**src/rtl/bnkrf_pkg.sv**
```systemverilog
// Shared types, constants and mode tables for the banked register file.
package bnkrf_pkg;

    typedef enum logic [1:0] {
        REQ_READ   = 2'd0,
        REQ_WRITE  = 2'd1,
        REQ_STATUS = 2'd2,
        REQ_EXCEPT = 2'd3
    } t_req;

    typedef enum logic [2:0] {
        BANK_USR = 3'd0,
        BANK_FIQ = 3'd1,
        BANK_IRQ = 3'd2,
        BANK_SVC = 3'd3,
        BANK_ABT = 3'd4,
        BANK_UND = 3'd5
    } t_bank;

    typedef enum logic [0:0] {
        CFG_EXC_BASE = 1'b0,
        CFG_RESET_PC = 1'b1
    } t_cfg_idx;

    typedef struct packed {
        logic [31:0] new_status;
        t_bank       new_bank;
        logic        unknown;
        logic        save_en;
        logic        written;
    } t_mode_upd;

    localparam logic [31:0] STATUS_RESET = 32'h0000_00D3;
    localparam logic [31:0] RESET_PC     = 32'h0001_0000;

    localparam logic [4:0] MODE_USR = 5'h10;
    localparam logic [4:0] MODE_FIQ = 5'h11;
    localparam logic [4:0] MODE_IRQ = 5'h12;
    localparam logic [4:0] MODE_SVC = 5'h13;
    localparam logic [4:0] MODE_ABT = 5'h17;
    localparam logic [4:0] MODE_UND = 5'h1B;
    localparam logic [4:0] MODE_SYS = 5'h1F;

    function automatic logic [4:0] entry_mode(input logic [2:0] sel);
        logic [4:0] m;
        case (sel)
            3'd0:    m = MODE_SVC;
            3'd1:    m = MODE_UND;
            3'd2:    m = MODE_SVC;
            3'd3:    m = MODE_ABT;
            3'd4:    m = MODE_ABT;
            3'd5:    m = MODE_SVC;
            3'd6:    m = MODE_IRQ;
            default: m = MODE_FIQ;
        endcase
        return m;
    endfunction

endpackage

```
**src/rtl/bnkrf_mode_ctl.sv**
```systemverilog
// Status word update and bank selection for status writes and exceptions.
module bnkrf_mode_ctl (
    input  bnkrf_pkg::t_req      i_req,
    input  logic [31:0]          i_data,
    input  logic                 i_save,
    input  logic [4:0]           i_vector,
    input  logic [31:0]          i_status,
    input  bnkrf_pkg::t_bank     i_bank,
    output bnkrf_pkg::t_mode_upd o_upd
);

    logic [31:0] value;
    logic        save;
    logic        active;
    logic [4:0]  mode;

    always_comb begin
        value  = i_status;
        save   = 1'b0;
        active = 1'b0;
        mode   = bnkrf_pkg::entry_mode(i_vector[4:2]);
        case (i_req)
            bnkrf_pkg::REQ_STATUS: begin
                value  = i_data;
                save   = i_save;
                active = 1'b1;
            end
            bnkrf_pkg::REQ_EXCEPT: begin
                value  = {i_status[31:8], 1'b1, i_status[6], 1'b0, mode};
                save   = 1'b1;
                active = 1'b1;
            end
            default: begin
                value  = i_status;
                save   = 1'b0;
                active = 1'b0;
            end
        endcase

        o_upd.new_status = active ? value : i_status;
        o_upd.new_bank   = i_bank;
        o_upd.unknown    = 1'b0;
        o_upd.written    = active;
        if (active && (value[4:0] != i_status[4:0])) begin
            case (value[4:0])
                bnkrf_pkg::MODE_USR: o_upd.new_bank = bnkrf_pkg::BANK_USR;
                bnkrf_pkg::MODE_SYS: o_upd.new_bank = bnkrf_pkg::BANK_USR;
                bnkrf_pkg::MODE_FIQ: o_upd.new_bank = bnkrf_pkg::BANK_FIQ;
                bnkrf_pkg::MODE_IRQ: o_upd.new_bank = bnkrf_pkg::BANK_IRQ;
                bnkrf_pkg::MODE_SVC: o_upd.new_bank = bnkrf_pkg::BANK_SVC;
                bnkrf_pkg::MODE_ABT: o_upd.new_bank = bnkrf_pkg::BANK_ABT;
                bnkrf_pkg::MODE_UND: o_upd.new_bank = bnkrf_pkg::BANK_UND;
                default:             o_upd.unknown  = 1'b1;
            endcase
        end
        o_upd.save_en = active && save && (o_upd.new_bank != bnkrf_pkg::BANK_USR);
    end

endmodule

```
**src/rtl/banked_register_file_mode_switch_core.sv**
```systemverilog
// Top level of the mode-banked general register file.
// Each accepted request is registered at the input; its result is registered at the output.
// One request per cycle unless stalled; each reads and updates the banks in one pass.
// Reset is synchronous: all banks clear, r15 loads 0x10000, status is 0xD3, supervisor bank.
// The configuration port is always ready; users must write it only while the core is idle.
module banked_register_file_mode_switch_core (
    input  logic        i_clk,
    input  logic        i_rst_n,
    input  logic        i_in_valid,
    output logic        o_in_stall,
    input  logic [1:0]  i_req_type,
    input  logic [3:0]  i_reg_index,
    input  logic [31:0] i_write_data,
    input  logic        i_save_old,
    input  logic [4:0]  i_vector,
    output logic        o_out_valid,
    input  logic        i_out_stall,
    output logic [31:0] o_read_data,
    output logic [31:0] o_status_out,
    output logic [31:0] o_saved_status_out,
    output logic        o_saved_status_valid,
    output logic        o_mode_unknown,
    output logic        o_status_written,
    input  logic        i_cfg_valid,
    output logic        o_cfg_ready,
    input  logic        i_cfg_index,
    input  logic [31:0] i_cfg_data
);

    logic                 r_in_valid;
    bnkrf_pkg::t_req      r_req;
    logic [3:0]           r_idx;
    logic [31:0]          r_data;
    logic                 r_save;
    logic [4:0]           r_vec;

    logic [31:0]          r_user [16];
    logic [31:0]          r_fiq [7];
    logic [31:0]          r_small [8];
    logic [31:0]          r_spsr [5];
    logic [31:0]          r_status;
    bnkrf_pkg::t_bank     r_bank;
    logic [31:0]          r_exc_base;

    logic                 r_out_valid;
    logic [31:0]          r_read_data;
    logic [31:0]          r_status_out;
    logic [31:0]          r_spsr_out;
    logic                 r_spsr_valid;
    logic                 r_unknown;
    logic                 r_written;

    bnkrf_pkg::t_mode_upd upd;
    logic                 in_acc;
    logic                 advance;
    logic                 fiq_hit;
    logic                 small_hit;
    logic [2:0]           fiq_idx;
    logic [2:0]           bank_off;
    logic [2:0]           small_idx;
    logic [2:0]           new_bank_off;
    logic [2:0]           new_small_lr;
    logic [2:0]           spsr_idx;
    logic                 new_has_spsr;
    logic [31:0]          n_read_data;
    logic [31:0]          n_spsr_out;
    logic [31:0]          lr_val;
    logic [31:0]          pc_new;
    logic [31:0]          vec_sum;

    bnkrf_mode_ctl u_mode_ctl (
        .i_req    (r_req),
        .i_data   (r_data),
        .i_save   (r_save),
        .i_vector (r_vec),
        .i_status (r_status),
        .i_bank   (r_bank),
        .o_upd    (upd)
    );

    assign advance     = r_in_valid && (!r_out_valid || !i_out_stall);
    assign o_in_stall  = r_in_valid && !advance;
    assign in_acc      = i_in_valid && !o_in_stall;
    assign o_cfg_ready = 1'b1;

    always_comb begin
        fiq_hit   = (r_idx >= 4'd8) && (r_idx <= 4'd14) && (r_bank == bnkrf_pkg::BANK_FIQ);
        small_hit = ((r_idx == 4'd13) || (r_idx == 4'd14))
                    && (r_bank >= bnkrf_pkg::BANK_IRQ) && (r_bank <= bnkrf_pkg::BANK_UND);
        fiq_idx   = r_idx[2:0];
        bank_off  = 3'(r_bank) - 3'd2;
        small_idx = {bank_off[1:0], (r_idx == 4'd14)};

        new_has_spsr = (upd.new_bank != bnkrf_pkg::BANK_USR);
        spsr_idx     = 3'(upd.new_bank) - 3'd1;
        new_bank_off = 3'(upd.new_bank) - 3'd2;
        new_small_lr = {new_bank_off[1:0], 1'b1};

        if (r_req != bnkrf_pkg::REQ_READ) begin
            n_read_data = 32'd0;
        end else if (fiq_hit) begin
            n_read_data = r_fiq[fiq_idx];
        end else if (small_hit) begin
            n_read_data = r_small[small_idx];
        end else begin
            n_read_data = r_user[r_idx];
        end

        if (!new_has_spsr) begin
            n_spsr_out = 32'd0;
        end else if (upd.save_en) begin
            n_spsr_out = r_status;
        end else begin
            n_spsr_out = r_spsr[spsr_idx];
        end

        lr_val  = r_user[15] + {30'd0, new_has_spsr && r_status[5], 1'b0};
        vec_sum = r_exc_base + {27'd0, r_vec};
        pc_new  = {vec_sum[31:2], 2'b00} + 32'd4;
    end

    always_ff @(posedge i_clk) begin
        if (!i_rst_n) begin
            r_in_valid <= 1'b0;
        end else if (in_acc) begin
            r_in_valid <= 1'b1;
        end else if (advance) begin
            r_in_valid <= 1'b0;
        end
    end

    always_ff @(posedge i_clk) begin
        if (in_acc) begin
            r_req  <= bnkrf_pkg::t_req'(i_req_type);
            r_idx  <= i_reg_index;
            r_data <= i_write_data;
            r_save <= i_save_old;
            r_vec  <= i_vector;
        end
    end

    always_ff @(posedge i_clk) begin
        if (!i_rst_n) begin
            for (int i = 0; i < 15; i++) begin
                r_user[i] <= 32'd0;
            end
            r_user[15] <= bnkrf_pkg::RESET_PC;
            for (int i = 0; i < 7; i++) begin
                r_fiq[i] <= 32'd0;
            end
            for (int i = 0; i < 8; i++) begin
                r_small[i] <= 32'd0;
            end
            for (int i = 0; i < 5; i++) begin
                r_spsr[i] <= 32'd0;
            end
            r_status   <= bnkrf_pkg::STATUS_RESET;
            r_bank     <= bnkrf_pkg::BANK_SVC;
            r_exc_base <= 32'd0;
        end else begin
            if (i_cfg_valid) begin
                case (bnkrf_pkg::t_cfg_idx'(i_cfg_index))
                    bnkrf_pkg::CFG_EXC_BASE: r_exc_base <= i_cfg_data;
                    bnkrf_pkg::CFG_RESET_PC: r_user[15] <= i_cfg_data;
                    default:                 r_exc_base <= r_exc_base;
                endcase
            end
            if (advance) begin
                r_status <= upd.new_status;
                r_bank   <= upd.new_bank;
                if (upd.save_en) begin
                    r_spsr[spsr_idx] <= r_status;
                end
                case (r_req)
                    bnkrf_pkg::REQ_WRITE: begin
                        if (fiq_hit) begin
                            r_fiq[fiq_idx] <= r_data;
                        end else if (small_hit) begin
                            r_small[small_idx] <= r_data;
                        end else begin
                            r_user[r_idx] <= r_data;
                        end
                    end
                    bnkrf_pkg::REQ_EXCEPT: begin
                        if (upd.new_bank == bnkrf_pkg::BANK_FIQ) begin
                            r_fiq[6] <= lr_val;
                        end else if (new_has_spsr) begin
                            r_small[new_small_lr] <= lr_val;
                        end else begin
                            r_user[14] <= lr_val;
                        end
                        r_user[15] <= pc_new;
                    end
                    default: begin
                    end
                endcase
            end
        end
    end

    always_ff @(posedge i_clk) begin
        if (!i_rst_n) begin
            r_out_valid <= 1'b0;
        end else if (advance) begin
            r_out_valid <= 1'b1;
        end else if (!i_out_stall) begin
            r_out_valid <= 1'b0;
        end
    end

    always_ff @(posedge i_clk) begin
        if (advance) begin
            r_read_data  <= n_read_data;
            r_status_out <= upd.new_status;
            r_spsr_out   <= n_spsr_out;
            r_spsr_valid <= new_has_spsr;
            r_unknown    <= upd.unknown;
            r_written    <= upd.written;
        end
    end

    assign o_out_valid          = r_out_valid;
    assign o_read_data          = r_read_data;
    assign o_status_out         = r_status_out;
    assign o_saved_status_out   = r_spsr_out;
    assign o_saved_status_valid = r_spsr_valid;
    assign o_mode_unknown       = r_unknown;
    assign o_status_written     = r_written;

endmodule

```
**config.mk**
```make
export PLATFORM = sky130hd
export DESIGN_NAME = banked_register_file_mode_switch_core
export DESIGN_NICKNAME = d
export VERILOG_FILES = /design/src/rtl/bnkrf_pkg.sv /design/src/rtl/bnkrf_mode_ctl.sv /design/src/rtl/banked_register_file_mode_switch_core.sv
export SDC_FILE = /design/constraint.sdc
export NUM_CORES = 2
export LEC_CHECK = 0
export BUFFER_PORTS_ARGS = -buffer_cell sky130_fd_sc_hd__buf_2
export CAP_MARGIN = 20
export CORE_ASPECT_RATIO = 2
export CORE_MARGIN = 3
export CORE_UTILIZATION = 57
export DETAILED_ROUTE_END_ITERATION = 10
export PLACE_DENSITY_LB_ADDON = 0.25
export SLEW_MARGIN = 20
export SYNTH_ARGS = -nofsm -noshare
export SYNTH_HDL_FRONTEND = slang
export SYNTH_SLANG_ARGS = --single-unit
export TNS_END_PERCENT = 5
```
**constraint.sdc**
```tcl
create_clock -name i_clk -period 6.45 [get_ports i_clk]
set_clock_uncertainty 0.2 [all_clocks]
set_input_delay 0.3225 -clock i_clk [delete_from_list [all_inputs] [get_ports i_clk]]
set_output_delay 0.3225 -clock i_clk [all_outputs]
set_load 0.02 [all_outputs]
```
=== Word level (Yosys, flattened, before mapping) ===
Memory sizes are Yosys's and may differ from the RTL's. A register that Yosys moved wholly into a read port is not among the register bits.
Cells that the tools add are included.

* $add $sub $neg: 6
* Magnitude comparators: 4
* Eq/ne operators: 23
* Muxes and demuxes: 83
* Bitwise logic cells: 8
* Reductions and logical operators: 32

{| class="wikitable"
|+ Operators by type and width
! kind !! count
|-
| 32-bit two-way mux || 13
|-
| 32-bit OR reduction || 5
|-
| 32-bit case mux with 2 select lines || 1
|-
| 1-bit two-way mux || 58
|-
| 5-bit equality test (second input constant) || 7
|-
| 32-bit by 2-bit adder with 32-bit output || 1
|-
| 32-bit by 3-bit adder with 32-bit output (second input constant) || 1
|-
| 32-bit by 5-bit adder with 32-bit output || 1
|-
| 3-bit case mux with 6 select lines || 1
|-
| 4-bit case mux with 4 select lines || 1
|-
| 3-bit two-way mux || 5
|-
| 4-bit two-way mux || 3
|-
| 1-bit logical AND || 11
|-
| 3-bit by 1-bit equality test with 1-bit output (second input constant) || 3
|-
| 3-bit equality test (second input constant) || 3
|-
| 4-bit equality test (second input constant) || 2
|-
| 7-bit OR reduction || 1
|-
| 3-bit by 2-bit equality test with 1-bit output (second input constant) || 2
|-
| 2-bit OR reduction || 3
|-
| 5-bit inequality test || 1
|-
| 2-bit equality test (second input constant) || 2
|-
| 4-bit equality test (first input constant) || 1
|-
| 4-bit greater-or-equal comparator (second input constant) || 1
|-
| 4-bit <= comparator (second input constant) || 1
|-
| other kinds (17) || 28
|}

* Register bits after elaboration: 212
* Bits in writable memories: 1152
* Input port bits: 82
* Memories: 4

{| class="wikitable"
|+ Memories
! name !! words !! width !! read ports !! clocked after memory_dff !! write ports !! RTL line !! RTL
|-
| r_user || 16 || 32 || 2 || 1 || 16 || banked_register_file_mode_switch_core.sv:37 || <nowiki>logic [31:0] r_user [16];</nowiki>
|-
| r_small || 8 || 32 || 1 || 0 || 8 || banked_register_file_mode_switch_core.sv:39 || <nowiki>logic [31:0] r_small [8];</nowiki>
|-
| r_fiq || 7 || 32 || 1 || 1 || 7 || banked_register_file_mode_switch_core.sv:38 || <nowiki>logic [31:0] r_fiq [7];</nowiki>
|-
| r_spsr || 5 || 32 || 1 || 0 || 5 || banked_register_file_mode_switch_core.sv:40 || <nowiki>logic [31:0] r_spsr [5];</nowiki>
|}

=== Logic depth before layout (Yosys ltp) ===
* Depth after elaboration: 17
* Mapped depth: 20
* Depth with buffers taken out: 18

=== Hierarchy ===
Synthesis repeated with hierarchy kept, for this count alone.

* Cells, all modules: 4860
* Area, all modules: 67917.6 µm²

{| class="wikitable"
|+ By module, submodules not included
! module !! instances !! cells each !! area each (µm²)
|-
| banked_register_file_mode_switch_core || 1 || 4748 || 67085.6
|-
| bnkrf_mode_ctl || 1 || 112 || 832.0
|}

=== Worst setup path before layout ===
Ideal clock, no wire load.

* Path type: reg2reg
* Start point: register r_req[0]
* End point: memory r_spsr[6][0], enable pin
* Library setup time: 0.461 ns
* Arrival: 6.199 ns
* Required time: 5.789 ns
* Path slack: -0.410 ns
* Cell stages (with the launch flop): 16
* Clock period less this slack: 6.860 ns
* Cell sequence: edfxtp_1 -> buf_4 -> and3b_1 -> a21oi_1 -> a2111oi_4 -> nor2_1 -> o21a_1 -> nor2_1 -> inv_1 -> clkbuf_1 -> ha_1 -> clkbuf_1 -> clkbuf_1 -> clkbuf_1 -> nand2b_1 -> nor3_1

{| class="wikitable"
|+ RTL lines
! item !! RTL line !! RTL
|-
| start, declared || banked_register_file_mode_switch_core.sv:31 || <nowiki>bnkrf_pkg::t_req r_req;</nowiki>
|-
| start signal, assigned || banked_register_file_mode_switch_core.sv:134 || <nowiki>r_req <= bnkrf_pkg::t_req'(i_req_type);</nowiki>
|-
| end, declared || banked_register_file_mode_switch_core.sv:40 ||
|}

==> results.py <==
metrics = {
    "sta": {
        "hold_viol_final": 0,
        "slew_headroom": 0.2451,
        "whs_ns": 0.07517,
        "final-max-slew-violation-count": 0,
        "fin_crit_sh": 0.9116,
        "final.min_clock_period_ns": 5.880,
        "worst_pin_slew_ns": 1.132,
        "setup_viol": 0,
        "fmax_ghz": 0.1701,
        "rsz0062_at_grt": "false",
        "setup_ws_ns": 0.5700,
    },
    "power_and_ir_drop": {
        "p_leak_nw": 26.93,
        "ir_drop_mv": 0.3446,
        "power.density_mw_per_mm2": 282.1,
        "power_mw": 21.57,
    },
    "die": {
        "die_height_um": 493.5,
        "die_area_mm2": 0.1232,
        "fp.coreArea_mm2": 0.1178,
        "die_w_um": 249.7,
        "start_util": 0.5749,
        "io_pins": 184,
        "fp-row-count": 178,
    },
    "synthesis": {
        "synth_area_mm2": 0.06773,
        "yosys_most_used_dff": "edfxtp_1",
        "synth_top_family_by_area": "simple AND/OR/NAND/NOR gates",
        "synth-xor-area-share": 0.007242,
        "synth-adder-area-share": 0.001995,
        "ys_ff_latch": 1496,
        "yosysSeqAreaShare": 0.6525,
        "synth.avg_cell_area_um2": 14.33,
        "synth_cell_types": 78,
        "yosysWarnings": 0,
        "netlist_instances": 4726,
        "synth_compound_area_frac": 0.04864,
        "yosys.area_share.simple": 0.1332,
        "synth_edf_count": 1423,
        "synthMuxAreaShare": 0.1294,
        "async_flop_share": 0,
    },
    "placed_design": {
        "place_area_mm2": 0.07071,
        "hpwlAfterDp_mm": 125.4,
        "preCtsSetupSlack_ns": 0.7108,
        "port_buffers": 182,
        "gp_congestion": 0.9015,
    },
    "cts": {
        "clk_pin_slew_ns": 0.07,
        "cts_max_level": 3,
        "cts-root-buf": "clkbuf_16",
        "cts_buffers": 121,
        "cts_tree": "built",
        "clock-sinks": 1496,
        "clk_latency_ns": 0.76,
        "cts_resized": 0,
        "postCtsSetupRepairBufs": 0,
        "clock_path_buffers": 3,
    },
    "cells_and_area": {
        "fin_area_mm2": 0.07645,
        "nets": 5043,
        "area_growth_pct": 12.87,
        "fin_util": 0.6489,
        "drive_above_1_share": 0.2068,
    },
    "detailed_routing": {
        "drt-met1-wl_mm": 61.56,
        "routed_wl_mm": 189.7,
        "drtAntennaViolNets": 0,
        "dr_wl_met3_mm": 14.99,
        "dr.pass1.iters": 5,
        "drc": 0,
        "dr_total_vias": 42660,
        "met2_length_mm": 102.7,
        "wl_per_cell_um": 28.78,
        "top_layer_used": "met5",
        "vias_per_cell": 6.473,
        "drt_iter0_markers": 3855,
    },
    "grt": {
        "grt_usage": 0.3088,
        "gr-total-overflow": 0,
        "grt_pass1_wl_mm": 281.4,
        "grt_pass1_vias": 44690,
        "grt_max_degree": 80,
        "antenna_found_initial": 7,
    },
    "flow_run": {
        "drv_cap": 0,
    },
    "critical_path": {
        "rr_worst_depth": 16,
        "timing.rr.end": "r_small[1][28]$_SDFFCE_PN0P_",
        "cp-start-kind": "register",
        "endpoint": "r_small[1][28]$_SDFFCE_PN0P_",
        "worstPathRequired_ns": 6.74,
        "ff2ff_setup_slack_ns": 0.57,
        "cp-startpoint": "r_req[0]$_DFFE_PP_",
        "crit_arrival_ns": 6.17,
        "critical_path_class": "reg -> reg",
        "critical_path.reg2reg.startpoint": "r_req[0]$_DFFE_PP_",
        "timing.critical_path.to_type": "register",
        "cp_max_fo": 26,
    },
    "outcome": {
        "status": "finished, final reports clean",
    },
    "worst_hold_path": {
        "hp-class": "in -> reg",
    },
}
[what timing repair did]
| action | 4_1_cts | 5_1_grt |
|---|---|---|
| hold endpoints to repair | 149 | 0 |
| setup endpoints to repair | 0 | 0 |
| hold buffers | 144 | 0 |
[cells in the mapped netlist, types with 46 or more instances]
cell / n / area (um2)
clkbuf_1: 336 / 1261
mux4_2: 320 / 7207
nand2_1: 326 / 1224
nor3_1: 203 / 1016
dfxtp_1: 73 / 1461
and2_1: 576 / 3603
a31oi_1: 46 / 287.8
mux2_2: 88 / 991.0
inv_1: 55 / 206.5
o21ai_0: 138 / 690.7
nor2_1: 311 / 1167
a21oi_1: 95 / 475.5
edfxtp_1: 1423 / 42730
nor4_1: 58 / 362.9
[report_power, final]
| part | internal [mW] | switching, mW |
|---|---|---|
| Clock | 4.43 | 3.55 |
| Sequential | 11.0 | 0.288 |
| Combinational | 0.926 | 1.36 |
| Total | 16.4 | 5.20 |
[worst min path at each step]
stage / from / end / slack (ns) / depth (start not counted)
after floorplan: i_write_data[0] / r_data[0]$_DFFE_PP_ / 0.22 / 0
after global placement: r_exc_base[31]$_SDFFE_PN0P_ / r_exc_base[31]$_SDFFE_PN0P_ / 0.26 / 2
after detailed placement: r_exc_base[31]$_SDFFE_PN0P_ / r_exc_base[31]$_SDFFE_PN0P_ / 0.27 / 2
after CTS: i_write_data[7] / r_data[7]$_DFFE_PP_ / 0.03 / 2
after global routing: i_write_data[13] / r_data[13]$_DFFE_PP_ / 0.06 / 2
final: i_write_data[7] / r_data[7]$_DFFE_PP_ / 0.08 / 2
[cells in the final DEF, fill, tap and decap left out, types with 122 or more instances in the layout]
master	Yosys	final
mux4_2	320	320
nor3_1	203	192
and2_1	576	576
dlygate4sd3_1	0	144
clkbuf_16	0	122
edfxtp_1	1423	1423
nand2_1	326	324
buf_2	20	181
buf_4	3	147
nor2_1	311	304
[routing by layer]
| layer | global-route usage | vias to the layer above |
|---|---|---|
| li1 | - | 18210 |
| met1 | 0.3465 | 21420 |
| met2 | 0.5703 | 2397 |
| met3 | 0.04225 | 620 |
| met4 | 0.1605 | 8 |
| met5 | 0 | - |
[cell families after synthesis]
| group | count (synthesis) |
|---|---|
| buf+inv | 465 |
| mux | 460 |
| xor+xnor | 56 |
| simple gates | 1719 |
| other cells | 2 |
| flops | 1496 |
| fa+ha+maj | 11 |
| compound gates | 517 |
[cell type report]
cell class                 instances  area [um2]
tap                             1530        1914
multi-input combinational       2796       22290
timing repair buffer             477        3541
sequential                      1496       44210
clock buffer                     151        3232
clock inverter                    80        1039
antenna                            1       2.502
inverter                          59       226.5
fill                            8272       41370
[metrics by stage]
step,cells,TNS [ns]
final,6590,0
after CTS,6588,0
after global placement,6212,0
after detailed placement,6213,0
after floorplan,4757,-5.052
after global routing,6590,0
[critical path, cell delays in order (launching register included)]
cell and delay, ns:
edfxtp_1 0.90, nand4bb_1 0.26, a21boi_0 0.24, o211ai_1 0.19, o31ai_4 0.46, o21a_1 0.25
nor2_1 0.13, ha_1 0.25, ha_4 0.18, nor2_1 0.20, ha_1 0.31, nand4_1 0.24
nor4_1 0.94, nand2_1 0.14, xor2_1 0.34, mux2_4 0.29, nor2_1 0.06
[sequential cells by signal, summed over array words and instances, names as in the netlist, 2 cells and up, named ones only]
register and count:
r_status 32, r_small 256, r_idx 4, r_data 32, r_req 2, r_bank 3, o_status_out 32, r_vec 5
o_read_data 32, r_fiq 256, o_saved_status_out 32, r_spsr 256, r_exc_base 32, r_user 512
Power figures use the tool's default switching activity.
